[config.mk]
export PLATFORM = sky130hd
export DESIGN_NAME = bounded_ordered_list_flat
export DESIGN_NICKNAME = d
export VERILOG_FILES = /design/src/sv/bol_pkg.sv /design/src/sv/bol_if.sv /design/src/sv/bol_ram.sv /design/src/sv/bounded_ordered_list.sv /design/src/flat_wrapper.sv
export SDC_FILE = /design/constraint.sdc
export NUM_CORES = 1
export LEC_CHECK = 0
export BUFFER_PORTS_ARGS = -buffer_cell sky130_fd_sc_hd__buf_4
export CORE_MARGIN = 4
export CORE_UTILIZATION = 60
export CTS_CLUSTER_DIAMETER = 50
export DETAILED_ROUTE_END_ITERATION = 7
export PLACE_DENSITY = 0.86
export SKIP_LAST_GASP = 1
export SLEW_MARGIN = 5
export SYNTH_ARGS = -nofsm -noshare
export SYNTH_HDL_FRONTEND = slang
export SYNTH_SLANG_ARGS = --single-unit
[constraint.sdc]
create_clock -name clk_i -period 11.5 [get_ports clk_i]
set_clock_uncertainty 0.1 [all_clocks]
set_input_delay 1.15 -clock clk_i [delete_from_list [all_inputs] [get_ports clk_i]]
set_output_delay 1.15 -clock clk_i [all_outputs]
set_load 0.01 [all_outputs]
[src/sv/bol_pkg.sv]
// Shared widths and codes for the bounded ordered list.
package bol_pkg;

  localparam int unsigned ACTION_W = 3;
  localparam int unsigned FIELD_W  = 32;
  localparam int unsigned STATUS_W = 3;
  localparam int unsigned COUNT_W  = 5;

  localparam logic [ACTION_W-1:0] ACT_INS_FRONT = 3'd0;
  localparam logic [ACTION_W-1:0] ACT_INS_BACK  = 3'd1;
  localparam logic [ACTION_W-1:0] ACT_REM_FRONT = 3'd2;
  localparam logic [ACTION_W-1:0] ACT_REM_BACK  = 3'd3;
  localparam logic [ACTION_W-1:0] ACT_REM_VALUE = 3'd4;
  localparam logic [ACTION_W-1:0] ACT_LIST      = 3'd5;

  localparam logic [STATUS_W-1:0] STS_DONE      = 3'd0;
  localparam logic [STATUS_W-1:0] STS_EMPTY     = 3'd1;
  localparam logic [STATUS_W-1:0] STS_NOT_FOUND = 3'd2;
  localparam logic [STATUS_W-1:0] STS_FULL      = 3'd3;
  localparam logic [STATUS_W-1:0] STS_LISTED    = 3'd4;

endpackage

[src/sv/bol_if.sv]
// Request and response channel interfaces of the bounded ordered list.
interface bol_req_if;
  logic                               valid;
  logic                               ready;
  logic [bol_pkg::ACTION_W-1:0]       action;
  logic signed [bol_pkg::FIELD_W-1:0] value;

  modport source (output valid, action, value, input ready);
  modport sink   (input valid, action, value, output ready);
endinterface

interface bol_rsp_if;
  logic                               valid;
  logic                               ready;
  logic [bol_pkg::STATUS_W-1:0]       status;
  logic signed [bol_pkg::FIELD_W-1:0] element;
  logic [bol_pkg::COUNT_W-1:0]        entry_count;
  logic                               last;

  modport source (output valid, status, element, entry_count, last, input ready);
  modport sink   (input valid, status, element, entry_count, last, output ready);
endinterface

[src/sv/bol_ram.sv]
// Generic single-write, single-read RAM with registered read data.
module bol_ram #(
  parameter int unsigned WIDTH = 32,
  parameter int unsigned DEPTH = 16
) (
  input  logic                     clk_i,
  input  logic                     we_i,
  input  logic [$clog2(DEPTH)-1:0] waddr_i,
  input  logic [WIDTH-1:0]         wdata_i,
  input  logic [$clog2(DEPTH)-1:0] raddr_i,
  output logic [WIDTH-1:0]         rdata_o
);

  logic [WIDTH-1:0] mem_q [DEPTH];

  always_ff @(posedge clk_i) begin
    if (we_i) begin
      mem_q[waddr_i] <= wdata_i;
    end
    rdata_o <= mem_q[raddr_i];
  end

endmodule

[src/sv/bounded_ordered_list.sv]
// Top level of the bounded ordered list: ring store, sequencer and response register.
//
// Usage:
//   req_i carries one action per beat (insert front/back, remove front/back,
//   remove first matching value, list). rsp_o carries the result beats; the
//   final beat of each action has last set, and entry_count gives the number
//   of entries held after the action.
//   The entries sit in a RAM used as a ring behind a head index and a count.
//   One ring address adder and one value comparator are reused every cycle.
//   req_i.ready is high only while the sequencer is idle.
//   The list action gives one element beat per cycle while rsp_o is not
//   stalled. Remove value scans from the head for the first match and, when
//   found, closes up the gap behind it; the scan reads one entry a cycle and
//   the close-up moves one entry a cycle through the RAM's single read and
//   write port.
//   Reset empties the list at once; no clearing pass is needed.
//   A stall on rsp_o holds the response register; the sequencer waits for it
//   to drain before it loads the next beat, and nothing is dropped.
module bounded_ordered_list #(
  parameter int unsigned DEPTH      = 16,
  parameter int unsigned VALUE_BITS = 32
) (
  input  logic      clk_i,
  input  logic      rst_ni,
  bol_req_if.sink   req_i,
  bol_rsp_if.source rsp_o
);

  localparam int unsigned AW = (DEPTH > 1) ? $clog2(DEPTH) : 1;
  localparam int unsigned CW = $clog2(DEPTH + 1);

  localparam logic [2:0] ST_IDLE   = 3'd0;
  localparam logic [2:0] ST_RESP   = 3'd1;
  localparam logic [2:0] ST_LIST   = 3'd2;
  localparam logic [2:0] ST_SEARCH = 3'd3;
  localparam logic [2:0] ST_SHIFT  = 3'd4;

  logic [2:0]                    state_q, state_d;
  logic [AW-1:0]                 head_q, head_d;
  logic [CW-1:0]                 count_q, count_d;
  logic [CW-1:0]                 idx_q, idx_d;
  logic [AW-1:0]                 tgt_q, tgt_d;
  logic [AW-1:0]                 rd_addr_q;
  logic [bol_pkg::STATUS_W-1:0]  resp_q, resp_d;
  logic [VALUE_BITS-1:0]         val_q, val_d;

  logic                          out_v_q;
  logic [bol_pkg::STATUS_W-1:0]  out_sts_q;
  logic [bol_pkg::FIELD_W-1:0]   out_elem_q;
  logic [bol_pkg::COUNT_W-1:0]   out_cnt_q;
  logic                          out_last_q;

  logic                          out_load;
  logic [bol_pkg::STATUS_W-1:0]  ld_sts;
  logic [bol_pkg::FIELD_W-1:0]   ld_elem;
  logic                          ld_last;
  logic                          slot_free;
  logic                          accept;

  logic [CW-1:0]                 ring_off;
  logic [CW:0]                   ring_sum;
  logic [AW-1:0]                 ring_addr;
  logic [CW-1:0]                 idx_nx;

  logic                          we;
  logic [AW-1:0]                 waddr;
  logic [VALUE_BITS-1:0]         wdata;
  logic [VALUE_BITS-1:0]         rd_data;
  logic signed [63:0]            wide_in;
  logic signed [63:0]            wide_rd;
  logic                          hit;

  assign accept    = req_i.valid && req_i.ready;
  assign slot_free = !out_v_q || rsp_o.ready;
  assign idx_nx    = idx_q + CW'(1);
  assign wide_in   = 64'(req_i.value);
  assign wide_rd   = 64'($signed(rd_data));
  assign hit       = (rd_data == val_q);

  // ring address unit: head plus offset, wrapped once
  assign ring_off  = (state_q == ST_IDLE && req_i.action == bol_pkg::ACT_INS_BACK)
                     ? count_q : idx_d;
  assign ring_sum  = (CW+1)'(head_q) + (CW+1)'(ring_off);
  assign ring_addr = (ring_sum >= (CW+1)'(DEPTH)) ? AW'(ring_sum - (CW+1)'(DEPTH))
                                                   : AW'(ring_sum);

  always_comb begin
    state_d  = state_q;
    head_d   = head_q;
    count_d  = count_q;
    idx_d    = idx_q;
    tgt_d    = tgt_q;
    resp_d   = resp_q;
    val_d    = val_q;
    we       = 1'b0;
    waddr    = ring_addr;
    wdata    = wide_in[VALUE_BITS-1:0];
    out_load = 1'b0;
    ld_sts   = bol_pkg::STS_DONE;
    ld_elem  = '0;
    ld_last  = 1'b1;
    unique case (state_q)
      ST_IDLE: begin
        idx_d  = '0;
        val_d  = wide_in[VALUE_BITS-1:0];
        resp_d = bol_pkg::STS_DONE;
        if (accept) begin
          state_d = ST_RESP;
          case (req_i.action)
            bol_pkg::ACT_INS_FRONT, bol_pkg::ACT_INS_BACK: begin
              if (count_q == CW'(DEPTH)) begin
                resp_d = bol_pkg::STS_FULL;
              end else begin
                we      = 1'b1;
                count_d = count_q + CW'(1);
                if (req_i.action == bol_pkg::ACT_INS_FRONT) begin
                  head_d = (head_q == '0) ? AW'(DEPTH - 1) : head_q - AW'(1);
                  waddr  = head_d;
                end
              end
            end
            bol_pkg::ACT_REM_FRONT, bol_pkg::ACT_REM_BACK: begin
              if (count_q == '0) begin
                resp_d = bol_pkg::STS_EMPTY;
              end else begin
                count_d = count_q - CW'(1);
                if (req_i.action == bol_pkg::ACT_REM_FRONT) begin
                  head_d = (head_q == AW'(DEPTH - 1)) ? '0 : head_q + AW'(1);
                end
              end
            end
            bol_pkg::ACT_REM_VALUE: begin
              if (count_q == '0) begin
                resp_d = bol_pkg::STS_EMPTY;
              end else begin
                state_d = ST_SEARCH;
              end
            end
            bol_pkg::ACT_LIST: begin
              if (count_q == '0) begin
                resp_d = bol_pkg::STS_EMPTY;
              end else begin
                state_d = ST_LIST;
              end
            end
            default: begin
              resp_d = bol_pkg::STS_DONE;
            end
          endcase
        end
      end
      ST_RESP: begin
        if (slot_free) begin
          out_load = 1'b1;
          ld_sts   = resp_q;
          state_d  = ST_IDLE;
        end
      end
      ST_LIST: begin
        if (slot_free) begin
          out_load = 1'b1;
          ld_sts   = bol_pkg::STS_LISTED;
          ld_elem  = wide_rd[bol_pkg::FIELD_W-1:0];
          ld_last  = (idx_nx == count_q);
          idx_d    = idx_nx;
          if (ld_last) begin
            state_d = ST_IDLE;
          end
        end
      end
      ST_SEARCH: begin
        idx_d = idx_nx;
        if (hit) begin
          tgt_d   = rd_addr_q;
          state_d = ST_SHIFT;
        end else if (idx_nx == count_q) begin
          resp_d  = bol_pkg::STS_NOT_FOUND;
          state_d = ST_RESP;
        end
      end
      ST_SHIFT: begin
        if (idx_q == count_q) begin
          count_d = count_q - CW'(1);
          resp_d  = bol_pkg::STS_DONE;
          state_d = ST_RESP;
        end else begin
          we    = 1'b1;
          waddr = tgt_q;
          wdata = rd_data;
          tgt_d = rd_addr_q;
          idx_d = idx_nx;
        end
      end
      default: begin
        state_d = ST_IDLE;
      end
    endcase
  end

  bol_ram #(
    .WIDTH (VALUE_BITS),
    .DEPTH (DEPTH)
  ) u_ram (
    .clk_i   (clk_i),
    .we_i    (we),
    .waddr_i (waddr),
    .wdata_i (wdata),
    .raddr_i (ring_addr),
    .rdata_o (rd_data)
  );

  always_ff @(posedge clk_i or negedge rst_ni) begin
    if (!rst_ni) begin
      state_q <= ST_IDLE;
      head_q  <= '0;
      count_q <= '0;
      idx_q   <= '0;
      out_v_q <= 1'b0;
    end else begin
      state_q <= state_d;
      head_q  <= head_d;
      count_q <= count_d;
      idx_q   <= idx_d;
      if (out_load) begin
        out_v_q <= 1'b1;
      end else if (rsp_o.ready) begin
        out_v_q <= 1'b0;
      end
    end
  end

  always_ff @(posedge clk_i) begin
    tgt_q     <= tgt_d;
    resp_q    <= resp_d;
    val_q     <= val_d;
    rd_addr_q <= ring_addr;
    if (out_load) begin
      out_sts_q  <= ld_sts;
      out_elem_q <= ld_elem;
      out_cnt_q  <= bol_pkg::COUNT_W'(count_q);
      out_last_q <= ld_last;
    end
  end

  assign req_i.ready       = (state_q == ST_IDLE);
  assign rsp_o.valid       = out_v_q;
  assign rsp_o.status      = out_sts_q;
  assign rsp_o.element     = out_elem_q;
  assign rsp_o.entry_count = out_cnt_q;
  assign rsp_o.last        = out_last_q;

`ifndef ASSERT_OFF
  a_count_bound: assert property (@(posedge clk_i) disable iff (!rst_ni)
    count_q <= CW'(DEPTH))
    else $error("entry count beyond depth");

  a_head_bound: assert property (@(posedge clk_i) disable iff (!rst_ni)
    head_q <= AW'(DEPTH - 1))
    else $error("head index beyond depth");

  a_full_hold: assert property (@(posedge clk_i) disable iff (!rst_ni)
    (accept && count_q == CW'(DEPTH) &&
     (req_i.action == bol_pkg::ACT_INS_FRONT || req_i.action == bol_pkg::ACT_INS_BACK))
    |=> (count_q == $past(count_q) && head_q == $past(head_q)))
    else $error("insert into full list changed state");

  a_walk_nonempty: assert property (@(posedge clk_i) disable iff (!rst_ni)
    (state_q == ST_LIST || state_q == ST_SEARCH) |-> (count_q != '0 && idx_q < count_q))
    else $error("walk over empty or past end of list");
`endif

endmodule

[src/flat_wrapper.sv]
// flat-port wrapper written by rule: the top's interface ports become plain ports
module bounded_ordered_list_flat 
#(
  parameter int unsigned DEPTH      = 16,
  parameter int unsigned VALUE_BITS = 32
)
  (clk_i, rst_ni, req_i_valid, req_i_action, req_i_value, req_i_ready, rsp_o_valid, rsp_o_status, rsp_o_element, rsp_o_entry_count, rsp_o_last, rsp_o_ready);
  bol_req_if req_i_i ();
  bol_rsp_if rsp_o_i ();
  input  logic clk_i;
  input  logic rst_ni;
  input wire logic [$bits(req_i_i.valid)-1:0] req_i_valid;
  input wire logic [$bits(req_i_i.action)-1:0] req_i_action;
  input wire logic [$bits(req_i_i.value)-1:0] req_i_value;
  output wire logic [$bits(req_i_i.ready)-1:0] req_i_ready;
  output wire logic [$bits(rsp_o_i.valid)-1:0] rsp_o_valid;
  output wire logic [$bits(rsp_o_i.status)-1:0] rsp_o_status;
  output wire logic [$bits(rsp_o_i.element)-1:0] rsp_o_element;
  output wire logic [$bits(rsp_o_i.entry_count)-1:0] rsp_o_entry_count;
  output wire logic [$bits(rsp_o_i.last)-1:0] rsp_o_last;
  input wire logic [$bits(rsp_o_i.ready)-1:0] rsp_o_ready;
  assign req_i_i.valid = req_i_valid;
  assign req_i_i.action = req_i_action;
  assign req_i_i.value = req_i_value;
  assign req_i_ready = req_i_i.ready;
  assign rsp_o_valid = rsp_o_i.valid;
  assign rsp_o_status = rsp_o_i.status;
  assign rsp_o_element = rsp_o_i.element;
  assign rsp_o_entry_count = rsp_o_i.entry_count;
  assign rsp_o_last = rsp_o_i.last;
  assign rsp_o_i.ready = rsp_o_ready;
  bounded_ordered_list #(.DEPTH(DEPTH), .VALUE_BITS(VALUE_BITS)) u_core (.clk_i(clk_i), .rst_ni(rst_ni), .req_i(req_i_i), .rsp_o(rsp_o_i));
endmodule
* Yosys cells after proc, flatten, opt, wreduce, memory -nomap -nowiden
Memories as Yosys holds them, arrays and structs flattened. A register that Yosys moved wholly into a read port is not among the register bits.
Cells that the tools add are included.
** Word-level totals
- Logic and storage cells :: 138
- Flip-flop bits (word level) :: 102
- Memories :: 1
- Output and inout port bits :: 43
- RAM bits :: 512
- Bits in latches :: 0
- Bits of input ports :: 39
- Memory bits (read-only) :: 0
** Memories
- u_core.u_ram.mem_q :: words 16, width 32, read ports 1, clocked after Yosys merged registers in 1, write ports 1, RTL line bol_ram.sv:14 : logic [WIDTH-1:0] mem_q [DEPTH];
** Cells by class
- Mux-type cells :: 62
- Order comparisons :: 1
- Add/subtract/negate cells :: 7
- Bitwise gates (word level) :: 0
- $mul :: 0
- Equality and inequality tests :: 31
- Divide/modulo/power cells :: 0
- Reductions and logical operators :: 23
- Shift-type cells :: 0
** Operators with widths (count)
- 32-bit 2-to-1 mux :: 2
- 4-bit 2-to-1 mux :: 14
- 3-bit 2-to-1 mux :: 13
- 5-bit 2-to-1 mux :: 7
- 32-bit == test :: 1
- 4-bit one-hot mux with 2 select lines :: 3
- 5-bit one-hot mux with 2 select lines :: 2
- 5-bit one-hot mux with 4 select lines :: 1
- 3-bit one-hot mux with 2 select lines :: 3
- 2-bit by 1-bit inequality test with 1-bit output (second input constant) :: 8
- 3-bit one-hot mux with 5 select lines :: 1
- 3-bit by 2-bit == test with 1-bit output (second input constant) :: 4
- 6-bit AND reduction :: 2
- 1-bit 2-to-1 mux :: 11
- 5-bit by 1-bit adder with 5-bit output (second input constant) :: 2
- 5-bit == test :: 2
- 2-bit inequality test (second input constant) :: 5
- 3-bit == test (second input constant) :: 3
- 3-bit inequality test (second input constant) :: 3
- 3-bit one-hot mux with 3 select lines :: 1
- 2-bit nonzero test :: 4
- 4-bit by 1-bit subtractor with 4-bit output (second input constant) :: 2
- 7-bit AND reduction :: 1
- 4-bit by 5-bit adder with 6-bit output :: 1
- other kinds (21) :: 28

* Longest topological paths before layout
Gate-level depths: netlist of run 1.
- Depth in word-level cells :: 13
- Depth in mapped cells :: 17
- Depth with buffers taken out :: 15

* Hierarchy
From an unflattened synthesis of run 1, not the netlist that was laid out.
** Second synthesis, totals
- Cell total of the unflattened synthesis :: 1315
- Area, all modules :: 25026.5 um^2
** By module, submodules not included
- bol_ram :: cells an instance 838, times used 1, area an instance 19835.3 um^2, sequential area each 16015.4 um^2
- bounded_ordered_list :: cells an instance 477, times used 1, area an instance 5191.2 um^2, sequential area each 2902.8 um^2

* Worst setup path after synthesis of run 1
No wires, ideal clock.
- Path type :: reg-to-reg
- Start :: reg u_core.state_q[1]
- End :: mem u_core.u_ram.mem_q[11][0], enable pin
- Path slack :: 5.340 ns
- Arrival time :: 5.639 ns
- Required time :: 10.979 ns
- Path buffers :: 1
- Stages on the path, launching flop included :: 13
- Cell sequence :: dfrtp_1 -> buf_4 -> nor3_2 -> nand3_1 -> mux2_2 -> ha_1 -> a21o_1 -> a21oi_1 -> xnor2_1 -> or2_2 -> mux2i_4 -> o31a_1 -> nor2_1
** On the way
- Longest elaborated chain between the ends :: 11
** Ends and longest elaborated chain
- from (decl) :: RTL line bounded_ordered_list.sv:38 : logic [2:0] state_q, state_d;
- from (signal assigned) :: RTL line bounded_ordered_list.sv:220 : state_q <= state_d;
- 3-bit zero test (*) :: RTL line bounded_ordered_list.sv:245 : assign req_i.ready = (state_q == ST_IDLE);
- net req_i_ready :: RTL line flat_wrapper.sv:15 : output wire logic [$bits(req_i_i.ready)-1:0] req_i_ready;
- 5-bit one-hot mux with 4 select lines / 1-bit logical AND (equally long branches) :: RTL line bounded_ordered_list.sv:102, bounded_ordered_list.sv:81
- 5-bit 2-to-1 mux :: RTL line bounded_ordered_list.sv:82 : ? count_q : idx_d;
- 4-bit by 5-bit adder with 6-bit output :: RTL line bounded_ordered_list.sv:83 : assign ring_sum = (CW+1)'(head_q) + (CW+1)'(ring_off);
- 6-bit by 5-bit greater-or-equal comparator with 1-bit output / 4-bit by 1-bit subtractor with 4-bit output (equally long branches) :: RTL line bounded_ordered_list.sv:84 : assign ring_addr = (ring_sum >= (CW+1)'(DEPTH)) ? AW'(ring_sum - (CW+1)'(DEPTH))
- 4-bit 2-to-1 mux :: RTL line bounded_ordered_list.sv:84
- 4-bit 2-to-1 mux :: RTL line bounded_ordered_list.sv:116 : if (req_i.action == bol_pkg::ACT_INS_FRONT) begin
- 4-bit 2-to-1 mux :: RTL line bounded_ordered_list.sv:111 : if (count_q == CW'(DEPTH)) begin
- 4-bit 2-to-1 mux :: RTL line bounded_ordered_list.sv:109 : case (req_i.action)
- 4-bit 2-to-1 mux :: RTL line bounded_ordered_list.sv:107 : if (accept) begin
- 4-bit one-hot mux with 2 select lines :: RTL line bounded_ordered_list.sv:102 : unique case (state_q)
- to (decl) :: RTL line bol_ram.sv:14
The timed path passes the listed nets; every way through them passes the cells marked *.

* Worst setup path after layout of run 1
- Start :: reg u_core.state_q[2]
- End :: mem u_core.u_ram.mem_q[9][24], enable pin
** On the way
- Longest elaborated chain between the ends :: 11
** Ends and longest elaborated chain
- 3-bit == test, or another cell as far along :: RTL line bounded_ordered_list.sv:102
- 5-bit one-hot mux with 4 select lines (*) :: RTL line bounded_ordered_list.sv:102
- net u_core.idx_d[0] :: RTL line bounded_ordered_list.sv:41 : logic [CW-1:0] idx_q, idx_d;
- 5-bit 2-to-1 mux (*) :: RTL line bounded_ordered_list.sv:82
- 4-bit by 5-bit adder with 6-bit output (*) :: RTL line bounded_ordered_list.sv:83
- 6-bit by 5-bit greater-or-equal comparator with 1-bit output / 4-bit by 1-bit subtractor with 4-bit output (equally long branches) :: RTL line bounded_ordered_list.sv:84
- 4-bit 2-to-1 mux (*) :: RTL line bounded_ordered_list.sv:84
- net u_core.ring_addr[1] :: RTL line bounded_ordered_list.sv:62 : logic [AW-1:0] ring_addr;
- 4-bit 2-to-1 mux :: RTL line bounded_ordered_list.sv:116
- 4-bit 2-to-1 mux :: RTL line bounded_ordered_list.sv:111
- 4-bit 2-to-1 mux :: RTL line bounded_ordered_list.sv:109
- 4-bit 2-to-1 mux :: RTL line bounded_ordered_list.sv:107
- 4-bit one-hot mux with 2 select lines (*) :: RTL line bounded_ordered_list.sv:102
Marked as above.

==> summary.txt, run 1 <==
Setup path
  • R2r startpoint: u_core.state_q[2]
  • CP max FO: a little under 60
  • Cell count of the worst reg-to-reg path: 13
  • Slowest-stage cell, CP: fa_4
  • Critical path type: register to register
  • Arrival @ worst endpoint: 6590 ps
  • CP delay by family, top: simple AND/OR/NAND/NOR gates
  • Worst setup SP type: register
  • Critical Path Most Common Cell: inv_1
  • Crit-path cells: nor3b_2, nand3_1, o21ai_0, mux2_2, a21o_1, ha_4, inv_1, fa_4, inv_1, a2111o_1, nor2_1, nand2_1, nor2_4
  • CP Data Required Time: 11610 ps
  • Worst R2R Setup Slack: 5020 ps
  • WP buf/inv: 2
  • Largest stage delay on the critical path: 1450 ps
  • FF-to-FF End: u_core.u_ram.mem_q[9][24]
  • Kind of end point of the critical path: register

Drt
  • Via count: about 14000
  • Pre-antenna DRT Iters: 5
  • Wire per inst: 29.0 um
  • Initial DRC Count: 2210
  • Post-DRT Antenna Nets: 0
  • Routed vias/inst: 6.73
  • Final wirelength: 61900 um
  • # DRC: 0

Synth
  • Seq/Total Area, Yosys: between 70% and 80%
  • Cell Area, Synth: roughly 0.026 mm2
  • Top post-synthesis cells by area: edfxtp_1, mux4_2, dfxtp_1, nand4_1, nand2_1
  • Cells after synthesis: 1438
  • Synth Register Bits: about 650
  • EDFF count, synth: 591
  • Yosys top cell area share: 68.5%
  • Post-synth cell types: 69
  • Synth Flop Type: edfxtp_1
  • Syn nets: 1491
  • Number of synthesis warnings: 0
  • Post-synth top area cell: edfxtp_1
  • Mapped Avg Cell Area: 18.0 um2
  • Asr flop ratio synth: between 2 and 3%

STA
  • Minimum clock period: 6480 ps
  • Worst slew pin tran: 1370 ps
  • Final WS setup: 5020 ps
  • Unrepaired setup endpoints after global routing: false
  • Post-Route Setup TNS: 0 ps
  • Fin. Hold Viols: 0
  • Max-slew violation count: 0
  • Slew margin rel.: under 10%
  • Fmax: 0.154 GHz
  • Final setup viols: 0
  • Period utilization: a little under three fifths

Die
  • Die Height: between 200 and 250 um
  • Chip width: 216 um
  • Core box area: 0.0423 mm2
  • Area of the die: 0.0466 mm2
  • Row count: 75
  • Initial Util: 61.3%
  • IO Count: 82

Power
  • Internal: 4.96 mW
  • Pwr Density: between 200 and 300 mW/mm2
  • Sw Ratio: 33.0%
  • Comb pwr share: 32.4%
  • NetSw: 2.45 mW
  • Leak pwr: 9.69 nW
  • Seq pwr share: 40.6%
  • Clk pwr share: 27.0%
  • Peak VDD IR: 0.162 mV

Min path
  • Hold crit path type: input port to asynchronous set/reset pin

CTS
  • Clock tree sinks: ~650
  • TritonCTS buffer count: 61
  • Hold_buf cts: 0
  • Post-CTS setup buffers: 0
  • Root Buffer: clkbuf_16
  • CTS tree: done
  • Clk buf depth: 3
  • CTS resizes: 0
  • Depth of the CTS H-tree: 2
  • Clk Latency, worst-skew pair: 620 ps
  • Clk slew on worst S/H paths: ~60 ps

Finish
  • Final design utilization: 68.9%
  • Nets@finish: approximately 1600
  • Most frequent cells in the layout: edfxtp_1, mux4_2, nand2_1
  • Fin cells: 2137
  • Commonest non-fill, non-tap cell in the layout: edfxtp_1
  • # diodes: 0
  • Layout cells sized above 1: 24.5%
  • Synth-to-Final Area Change: 12.4%

Global route
  • Overflow left after global routing: 0
  • Vias in the first global route: around 15000
  • Initial antenna violation count: 0
  • Global Route Usage Sum: a little over a quarter
  • Largest net degree at the start of global routing: 73
  • First-pass GRT wire length: 93900 um

Placement
  • Hpwl dp: about 34000 um
  • Port buffer count: 81
  • Placed insts: 2021
  • Setup WS pre-CTS: roughly 5000 ps
  • RD Place Congestion: 0.838

Outcome
  • Outcome: finished clean

Flow run
  • Max Cap Viol: 0
[routing by layer]
| metal | GRT usage (%) | up-vias | wire (um) |
|---|---|---|---|
| li1 | - | 5933 | - |
| met1 | 36.3 | 7264 | 22400 |
| met2 | 44.1 | 1034 | 30800 |
| met3 | 6.53 | 142 | 6740 |
| met4 | 8.61 | 0 | 2070 |
| met5 | 0 | - | 0 |
[Yosys cell counts, types with 4 or more instances]
cell,number
nand4_1,101
o211ai_2,20
buf_1,7
xor2_1,38
nand2_1,127
a21o_1,4
edfxtp_1,591
a21oi_1,10
ha_1,13
mux4_2,128
clkbuf_1,55
nor2_1,39
buf_6,6
mux2_2,6
o21ai_1,4
buf_2,17
dfxtp_1,36
inv_1,14
nand3_1,11
o211ai_1,45
a211oi_1,4
xnor2_1,13
and2_1,34
nor3_1,5
nand2b_1,7
dfrtp_1,18
o21ai_0,20
nor4_1,10
[sequential cells by signal, summed over array words and instances, names as in the netlist, named ones only]
| register | cells |
|---|---|
| u_core.rsp_o.element | 32 |
| u_core.tgt_q | 4 |
| u_core.rsp_o.entry_count | 5 |
| u_core.rd_addr_q | 4 |
| u_core.resp_q | 2 |
| u_core.count_q | 5 |
| u_core.val_q | 32 |
| u_core.rsp_o.status | 3 |
| u_core.head_q | 4 |
| u_core.u_ram.mem_q | 512 |
| u_core.u_ram.rdata_o | 32 |
| u_core.idx_q | 4 |
| u_core.rsp_o.valid | 1 |
| u_core.state_q | 3 |
| u_core.rsp_o.last | 1 |
[cell families after synthesis]
kind of cell | count (synthesis) | synth area share, %
xor gates and xnor gates | 51 | 1.72
DFF | 645 | 73.0
adders and majority gates | 14 | 0.705
and+or+nand+nor | 357 | 7.17
buffers and inverters | 103 | 1.83
AOI/OAI and AO/OA | 131 | 4.03
muxes | 137 | 11.6
[power by group through the flow]
stage               registers [mW]  clock network, mW  logic [mW]
floorplan                     3.01                  0        1.67
global placement              3.04                  0        2.29
detailed placement            3.05                  0        2.36
CTS                           3.01               2.01        2.41
global route                  3.03               2.13        2.55
finish                        3.01               2.00        2.40
[metrics by stage]
stage          hold WS, ps  power [mW]  cell area, um2
6_report               310        7.41           29100
5_1_grt                302        7.71           29100
4_1_cts                295        7.43           29100
3_5_place_dp           295        5.41           27100
3_3_place_gp           288        5.33           27100
2_1_floorplan          286        4.68           25900
[area by class of cell]
| class | instances | area, um2 |
|---|---|---|
| inverters | 14 | 52.6 |
| repair buffers | 95 | 713 |
| fillers | 2465 | 13200 |
| multi-input cells | 690 | 6740 |
| well taps | 577 | 722 |
| flip-flops and latches | 645 | 18900 |
| clock buffers | 87 | 1740 |
| clock inverters | 29 | 263 |
[how the worst max path moves through the flow]
stage | start | endpoint | cells past startpoint
floorplan | u_core.state_q[1] | u_core.u_ram.mem_q[11][0] | 12
global placement | rsp_o_ready | u_core.u_ram.mem_q[9][9] | 14
detailed placement | rsp_o_ready | u_core.u_ram.mem_q[9][8] | 14
CTS | u_core.state_q[2] | u_core.u_ram.mem_q[9][24] | 13
global route | u_core.state_q[2] | u_core.u_ram.mem_q[12][3] | 13
finish | u_core.state_q[2] | u_core.u_ram.mem_q[9][24] | 13
No activity file was read; power rests on OpenSTA's default activity.
==> run 2, diff against run 1 <==
==> constraint.sdc (replaced) <==
create_clock -name clk_i -period 6.65 [get_ports clk_i]
set_clock_uncertainty 0.1 [all_clocks]
set_input_delay 0.665 -clock clk_i [delete_from_list [all_inputs] [get_ports clk_i]]
set_output_delay 0.665 -clock clk_i [all_outputs]
set_load 0.01 [all_outputs]
==> run 2 against run 1 <==
Clock power increased by 89%; critical path depth is the same; design area increased by 1.3%; highest routed layer unchanged.
==> summary.txt, run 2 (synthesis results as in run 1) <==
Setup path
  • Largest stage delay on the critical path: 990 ps
  • CP Data Required Time: 7030 ps
  • Slowest-stage cell, CP: buf_4
  • CP max FO: 75
  • Critical Path Most Common Cell: buf_4
  • Crit-path cells: nor3b_2, nand3_1, o21ai_0, mux2_2, a21o_1, ha_4, inv_1, fa_4, buf_4, buf_4, mux4_2, o211ai_1, nand4_1
  • Arrival @ worst endpoint: 6210 ps
  • Kind of end point of the critical path: register
  • Worst setup SP type: register
  • Critical path type: register to register

Global route
  • Global Route Usage Sum: between 20 and 30%
  • Initial antenna violation count: 0
  • First-pass GRT wire length: 98300 um
  • Vias in the first global route: approximately 15000
  • Overflow left after global routing: 0
  • Largest net degree at the start of global routing: 95

STA
  • Max-slew violation count: 0
  • Fin. Hold Viols: 0
  • Unrepaired setup endpoints after global routing: false
  • Fmax: 0.172 GHz
  • Minimum clock period: 5830 ps
  • Period utilization: 87.6%
  • Post-Route Setup TNS: 0 ps
  • Final setup viols: 0
  • Slew margin rel.: between 10 and 15%
  • Worst slew pin tran: 1330 ps

CTS
  • CTS tree: done
  • Clk buf depth: 3
  • Root Buffer: clkbuf_16
  • Clock tree sinks: 645
  • Depth of the CTS H-tree: 2
  • TritonCTS buffer count: slightly above 60
  • Clk Latency, worst-skew pair: 630 ps
  • Clk slew on worst S/H paths: 60 ps
  • CTS resizes: 0

Drt
  • # DRC: 0
  • Wire per inst: between 30 and 40 um
  • Via count: ~15000
  • Pre-antenna DRT Iters: 6
  • Routed vias/inst: a little under 7
  • Initial DRC Count: 2256
  • Final wirelength: between 60000 and 70000 um
  • Post-DRT Antenna Nets: 0

Die
  • Area of the die: approximately 0.047 mm2
  • Die Height: 216 um
  • Row count: between 70 and 80
  • IO Count: 82
  • Chip width: 216 um
  • Core box area: 0.0423 mm2
  • Initial Util: 61.3%

Power
  • NetSw: 4.30 mW
  • Clk pwr share: 28.8%
  • Leak pwr: 9.88 nW
  • Internal: 8.85 mW
  • Peak VDD IR: 0.389 mV
  • Seq pwr share: 39.7%
  • Pwr Density: 446 mW/mm2
  • Comb pwr share: roughly a third
  • Sw Ratio: 32.7%

Placement
  • Hpwl dp: 35200 um
  • Port buffer count: between 80 and 90
  • RD Place Congestion: approximately 0.83
  • Placed insts: around 2000

Finish
  • Most frequent cells in the layout: edfxtp_1, mux4_2, nand2_1
  • Max reg flops: 512
  • Commonest non-fill, non-tap cell in the layout: edfxtp_1
  • Filler cells: 2429
  • Fin cells: approximately 2200
  • Most flops, register: u_core.u_ram.mem_q
  • Nets@finish: 1578
  • Synth-to-Final Area Change: 13.8%
  • Layout cells sized above 1: ~26%

Flow run
  • Max Cap Viol: 0

Outcome
  • Outcome: finished clean

Min path
  • Hold crit path type: input port to register
-- run 2: cell types whose count changed in the layout (fill, tap and decap cells not counted), moves of 2 or more --
cell,previous run,this run
clkbuf_1,17,10
clkbuf_16,63,61
bufinv_16,4,12
buf_12,0,3
clkinv_2,16,10
buf_4,95,109
clkinv_1,3,6
-- run 2: per-stage QoR --
stage | setup slack, ps | util [%] | total power [mW] | cell area, um2 | hold WS, ps
3_3_place_gp | 1120 | 64.5 | 9.20 | 27300 | 286
3_5_place_dp | 888 | 64.5 | 9.33 | 27300 | 289
5_1_grt | 581 | 69.7 | 13.6 | 29500 | 92.4
4_1_cts | 894 | 69.7 | 13.2 | 29500 | 88.2
6_report | 822 | 69.7 | 13.2 | 29500 | 111
2_1_floorplan | 490 | - | 8.09 | 25900 | 269
-- run 2: critical path: cells and delay by family (launching register included) --
kind | cells | cell delay (ps)
flip-flops | 1 | 720
adder cells (fa/ha/maj) | 2 | 940
AO/OA/AOI/OAI | 3 | 650
multiplexers | 2 | 690
buffers and inverters | 3 | 1710
AND/OR/NAND/NOR | 3 | 820
-- run 2: worst paths after layout --
| path | from | endpoint | slack [ps] | cells past startpoint |
|---|---|---|---|---|
| min | req_i_value[8] | u_core.val_q[8] | 110 | 1 |
| max | u_core.state_q[2] | u_core.u_ram.rdata_o[4] | 820 | 13 |
| min reg2reg | u_core.rd_addr_q[3] | u_core.tgt_q[3] | 310 | 0 |
| max in group asynchronous | rst_ni | u_core.state_q[1] | 5890 | 2 |
| max reg2reg | u_core.state_q[2] | u_core.u_ram.rdata_o[4] | 820 | 13 |
| min in group asynchronous | rst_ni | u_core.count_q[1] | 350 | 2 |
-- run 2: routing by layer --
| layer | wire length (um) | GRT usage [%] | vias up |
|---|---|---|---|
| li1 | - | - | 5964 |
| met1 | 23100 | 37.7 | 7585 |
| met2 | 32700 | 46.3 | 1158 |
| met3 | 6970 | 5.86 | 173 |
| met4 | 2380 | 10.9 | 0 |
| met5 | 0 | 0 | - |
-- run 2: power by group through the flow --
stage	clock (mW)	sequential, mW	combinational [mW]
final	3.79	5.23	4.14
after global routing	4.00	5.26	4.38
after CTS	3.81	5.22	4.13
after detailed placement	0	5.29	4.04
after global placement	0	5.27	3.93
after floorplan	0	5.20	2.90
-- run 2: cell type report --
class	count	area [um2]	area share (%)
antenna	1	2.50	0.00848
inverter	14	52.6	0.178
tap	577	722	2.45
multi-input combinational	690	6740	22.8
clock buffer	78	1660	5.63
timing repair buffer	113	888	3.01
sequential	645	18900	64.1
clock inverter	38	532	1.80
-- run 2: repair_timing --
action / CTS / global route
buffers inserted: 0 / 0
endpoints found under the setup margin: 0 / 0
endpoints found under the hold margin: 18 / 0
hold buffers: 1 / 0
